File: config.mk
export PLATFORM = sky130hd
export DESIGN_NAME = jpc_ctrl
export DESIGN_NICKNAME = d
export VERILOG_FILES = /design/src/rtl/jpc_pkg.sv /design/src/rtl/jpc_ctrl.sv
export SDC_FILE = /design/constraint.sdc
export NUM_CORES = 1
export LEC_CHECK = 0
export BUFFER_PORTS_ARGS = -buffer_cell sky130_fd_sc_hd__buf_4
export CAP_MARGIN = 5
export CORE_AREA = 3 3 40 42
export CTS_CLUSTER_DIAMETER = 150
export DETAILED_ROUTE_END_ITERATION = 8
export DIE_AREA = 0 0 43 45
export PLACE_DENSITY = 0.47
export RECOVER_POWER = 100
export SYNTH_ARGS = -nofsm -noshare
export SYNTH_HDL_FRONTEND = slang
export SYNTH_SLANG_ARGS = --single-unit
File: constraint.sdc
create_clock -name clk -period 1.3 [get_ports clk]
set_input_delay 0.13 -clock clk [delete_from_list [all_inputs] [get_ports clk]]
set_output_delay 0.13 -clock clk [all_outputs]
set_load 0.005 [all_outputs]
File: src/rtl/jpc_pkg.sv
package jpc_pkg;

  localparam int JOINTS_DEF    = 8;
  localparam int FRAC_BITS_DEF = 16;
  localparam int CFG_AW        = 4;
  localparam int DIV_STEPS     = 64;
  localparam int DIV_CW        = $clog2(DIV_STEPS + 1);

  localparam logic [1:0] CMD_SAMPLE  = 2'd0;
  localparam logic [1:0] CMD_LOAD    = 2'd1;
  localparam logic [1:0] CMD_RESTART = 2'd2;
  localparam logic [1:0] CMD_RSVD    = 2'd3;

  localparam logic [1:0] REG_MODE = 2'd0;
  localparam logic [1:0] REG_PTOL = 2'd1;
  localparam logic [1:0] REG_VTOL = 2'd2;

  typedef enum logic [3:0] {
    ST_IDLE, ST_DISP, ST_PREP, ST_VWAIT, ST_SQE, ST_SQV, ST_EDT, ST_LWAIT,
    ST_CLAMP, ST_PE, ST_DV, ST_ILO, ST_IHI, ST_RES, ST_OUT
  } st_t;

  typedef enum logic [3:0] {
    OP_NONE, OP_DISP, OP_PREP, OP_VWAIT, OP_SQE, OP_SQV, OP_EDT, OP_CLAMP,
    OP_PE, OP_DV, OP_ILO, OP_IHI, OP_OUT
  } dp_op_t;

  typedef enum logic [2:0] {
    MT_NONE, MT_EE, MT_VV, MT_EDT, MT_PE, MT_DV, MT_ILO, MT_IHI
  } mul_t;

  typedef struct packed {
    logic   latch;
    dp_op_t op;
  } cmd_t;

  typedef struct packed {
    logic is_sample;
    logic div_busy;
    logic mode1;
    logic out_busy;
  } stat_t;

endpackage

File: src/rtl/jpc_ctrl.sv
module jpc_ctrl
  import jpc_pkg::*;
(
  input  logic  clk,
  input  logic  rst_n,
  input  logic  in_valid,
  output logic  in_ready,
  input  stat_t stat,
  output cmd_t  cmd
);

  st_t st_r, st_nxt;

  always_ff @(posedge clk) begin
    if (!rst_n) st_r <= ST_IDLE;
    else st_r <= st_nxt;
  end

  always_comb begin
    st_nxt = st_r;
    unique case (st_r)
      ST_IDLE:  if (in_valid) st_nxt = ST_DISP;
      ST_DISP:  st_nxt = stat.is_sample ? ST_PREP : ST_IDLE;
      ST_PREP:  st_nxt = ST_VWAIT;
      ST_VWAIT: if (!stat.div_busy) st_nxt = ST_SQE;
      ST_SQE:   st_nxt = ST_SQV;
      ST_SQV:   st_nxt = stat.mode1 ? ST_EDT : ST_RES;
      ST_EDT:   st_nxt = ST_LWAIT;
      ST_LWAIT: if (!stat.div_busy) st_nxt = ST_CLAMP;
      ST_CLAMP: st_nxt = ST_PE;
      ST_PE:    st_nxt = ST_DV;
      ST_DV:    st_nxt = ST_ILO;
      ST_ILO:   st_nxt = ST_IHI;
      ST_IHI:   st_nxt = ST_RES;
      ST_RES:   st_nxt = ST_OUT;
      ST_OUT:   if (!stat.out_busy) st_nxt = ST_IDLE;
      default:  st_nxt = ST_IDLE;
    endcase
  end

  always_comb begin
    in_ready  = 1'b0;
    cmd.latch = 1'b0;
    cmd.op    = OP_NONE;
    unique case (st_r)
      ST_IDLE: begin
        in_ready  = 1'b1;
        cmd.latch = in_valid;
      end
      ST_DISP:  cmd.op = OP_DISP;
      ST_PREP:  cmd.op = OP_PREP;
      ST_VWAIT: cmd.op = OP_VWAIT;
      ST_SQE:   cmd.op = OP_SQE;
      ST_SQV:   cmd.op = OP_SQV;
      ST_EDT:   cmd.op = OP_EDT;
      ST_CLAMP: cmd.op = OP_CLAMP;
      ST_PE:    cmd.op = OP_PE;
      ST_DV:    cmd.op = OP_DV;
      ST_ILO:   cmd.op = OP_ILO;
      ST_IHI:   cmd.op = OP_IHI;
      ST_OUT:   cmd.op = OP_OUT;
      default:  cmd.op = OP_NONE;
    endcase
  end

endmodule

==> results.md <==
* Status: finished, final reports clean
* Cells after Synth at 47
* Num Clock Sinks at 4
* 1st-iter DRT viols at 4
* Avg WL per Cell at 12.7 um
* FILL cells at 134
* Tmin final at approximately 1300 ps
* Most frequent cells in the layout: 21 x buf_4, 4 x nand2_1
* Final Core Density at 49.8%
* Final Skew at roughly 2.8 ps
* Max cap viols at 0
* Largest regs: st_r (4)
* Total gr overflow at 0
* Root Driver: clkbuf_4
* Hold_sp: rst_n
* RR Endpoint: st_r[3]$_SDFFE_PN0P_
* R2R Setup Slk at 40 ps
* Yosys cell types at 26
* Top reg by flops: st_r
* DP Wirelength at between 700 and 800 um
* Slowest cell on crit path: dfxtp_2
* Final Setup Violations at 0
* R2R depth at 4
* HP Class: input pin to flop
* Syn nets at between 50 and 60
* Vias in the first global route at 450
* Crit path cell chain: buf_12, nand2_2, a21boi_1, o21ai_1, buf_4
* Multiplexer share of the synthesized area at 6.01%
* Via-per-instance ratio at 5.12
* Synth warn at 0
* Highest Clock Rate at ~780 MHz
* Final WS setup at 20.6 ps
* Slew margin rel. at 80.5%
* Site Rows at 13
* Largest stage delay, worst path at 340 ps
* Hold Fails Final Rpt at 0
* Core Box Area at 1280 um2
* # IOs at 13
* Cts bufs inserted at 3
* EDFF count, synth at 0
* Drt total wl at 1.09 mm
* Worst skew pair latency at between 200 and 250 ps
* Worst slack, placed at 59.0 ps
* GP Congestion at 0.830
* DR vias at 440
* Largest net degree at the start of global routing at 12
* Length of the first detailed-routing pass in iterations at 3
* Crit Path Max Fanout at 11
* Clk buf depth at 2
* # DRC at 0
* Post-synthesis register bit count at 4
* RSZ-0062 raised after global routing: yes
* IO Port Bufs at 12
* Initial Util at approximately 28%
* Slew of the pin with the lowest slew margin at 290 ps
* Syn avg cell area at about 7.5 um2
* DRT antenna net count at 0
* Die area at between 1500 and 2000 um2
* PD cells at 770 nW/um2
* Die width at between 40 and 50 um
* Largest family of logic cells by synthesized area: compound AO/OA/AOI/OAI gates
* Antenna violations before repair at 0
* Final instance area at approximately 640 um2
* Area delta synth->final at 80.6%
* Number of flip-flops under the largest register name at 4
* Worst r2r src: st_r[1]$_SDFFE_PN0P_
* Fin Setup TNS at 0 ps
* XOR/XNOR Fraction of Synth Area at under 10%
* Worst EP arrival at 1150 ps
* Crit Path Category: flop to primary output
* Sequential fraction of the synthesis area at 22.6%
* Clk slew on worst S/H paths at about 40 ps
* CTS tree: built
* Simple-Gate Fraction of Synth Area at between 20% and 30%
* Adder-Cell Fraction of Synth Area at 0%
* Fin crit share at 98.4%
* Chip height at roughly 45 um
* Worst vdd ir at 0.406 mV
* Ant. Diodes at 0
* Max-slew violation count at 0
* CP Capture Type: primary output
* Global Route Usage Sum at approximately 13%
* Synth async-reset ratio at 0%
* Min-Delay Path Depth at 2
* Placement Cell Area at 533 um2
* Layout cells sized above 1 at 57.7%
* H-tree depth at 1
* Leakage power at 0.259 nW
* CP Launch Type: flop
* Synth Area in Compound Gates at 32.2%
* Total Nets Final at 80
* Post-Syn Area at approximately 350 um2
* Most common cell after layout, fill and taps aside: buf_4
* Hold Path Sink: st_r[0]$_SDFFE_PN0P_
* WP data required at 1170 ps
* Top FF cell, synth: dfxtp_1
* First-pass GRT wire length at 1.90 mm
==> what timing repair did <==
action | CTS | global route
endpoints found under the setup margin | 6 | 7
resized for setup | 12 | 6
setup buffers | 1 | 3
pin swaps | 2 | 3
hold buffers | 0 | 0
==> worst max-delay path, delay by kind of cell (launching register included) <==
family,cells,cell delay [ps]
compound gates,2,250
buf+inv,2,250
flops,1,340
simple gates,1,60
==> how the worst max path moves through the flow <==
stage	slack, ps	cells after the start	from	endpoint
2_1_floorplan	140	3	st_r[1]$_SDFFE_PN0P_	st_r[3]$_SDFFE_PN0P_
3_3_place_gp	50	3	st_r[3]$_SDFFE_PN0P_	st_r[2]$_SDFFE_PN0P_
3_5_place_dp	60	3	st_r[2]$_SDFFE_PN0P_	st_r[0]$_SDFFE_PN0P_
4_1_cts	-20	5	st_r[1]$_SDFFE_PN0P_	cmd[2]
5_1_grt	-50	5	st_r[1]$_SDFFE_PN0P_	cmd[2]
6_report	20	5	st_r[1]$_SDFFE_PN0P_	cmd[2]
==> metrics by stage <==
stage,total power [mW],hold WS (ps),instances
final,0.492,155,86
after global routing,0.528,155,86
after CTS,0.479,151,83
after detailed placement,0.295,406,79
after global placement,0.295,420,79
after floorplan,0.214,277,47
==> logic make-up after synthesis <==
| kind of cell | after synthesis |
|---|---|
| flops | 4 |
| simple gates | 19 |
| xor+xnor | 2 |
| mux | 2 |
| compound gates | 15 |
| buf+inv | 5 |
==> final cells by class <==
type / instances / area, um2 / area share, %
sequential: 4 / 92.6 / 14.5
clock buffer: 3 / 22.5 / 3.52
inverter: 1 / 3.75 / 0.587
timing repair buffer: 25 / 220 / 34.4
multi-input combinational: 38 / 282 / 44.0
tap: 15 / 18.8 / 2.94
==> layer usage <==
metal | wire [um] | track usage (%) | up-vias
li1 | - | - | 223
met1 | 476 | 13.9 | 203
met2 | 534 | 21.6 | 12
met3 | 56 | 4.78 | 2
met4 | 24 | 12.0 | 0
met5 | 0 | 0 | -
==> synthesized netlist by cell type (2+ instances only) <==
cell	n	area, um2
nand2_1	5	18.8
nor2_1	5	18.8
dfxtp_1	4	80.1
a21oi_1	3	15.0
buf_2	3	15.0
o21ai_0	3	15.0
nor2b_1	2	12.5
nor4_1	2	12.5
o221a_2	2	22.5
xnor2_1	2	17.5
==> power by group <==
| part | switching (mW) | total, mW | internal [mW] |
|---|---|---|---|
| Combinational | 0.0682 | 0.186 | 0.117 |
| Clock | 0.0618 | 0.166 | 0.104 |
| Sequential | 0.0125 | 0.141 | 0.128 |
| Total | 0.143 | 0.492 | 0.350 |
Note: power is estimated with default switching activity, not from simulation.
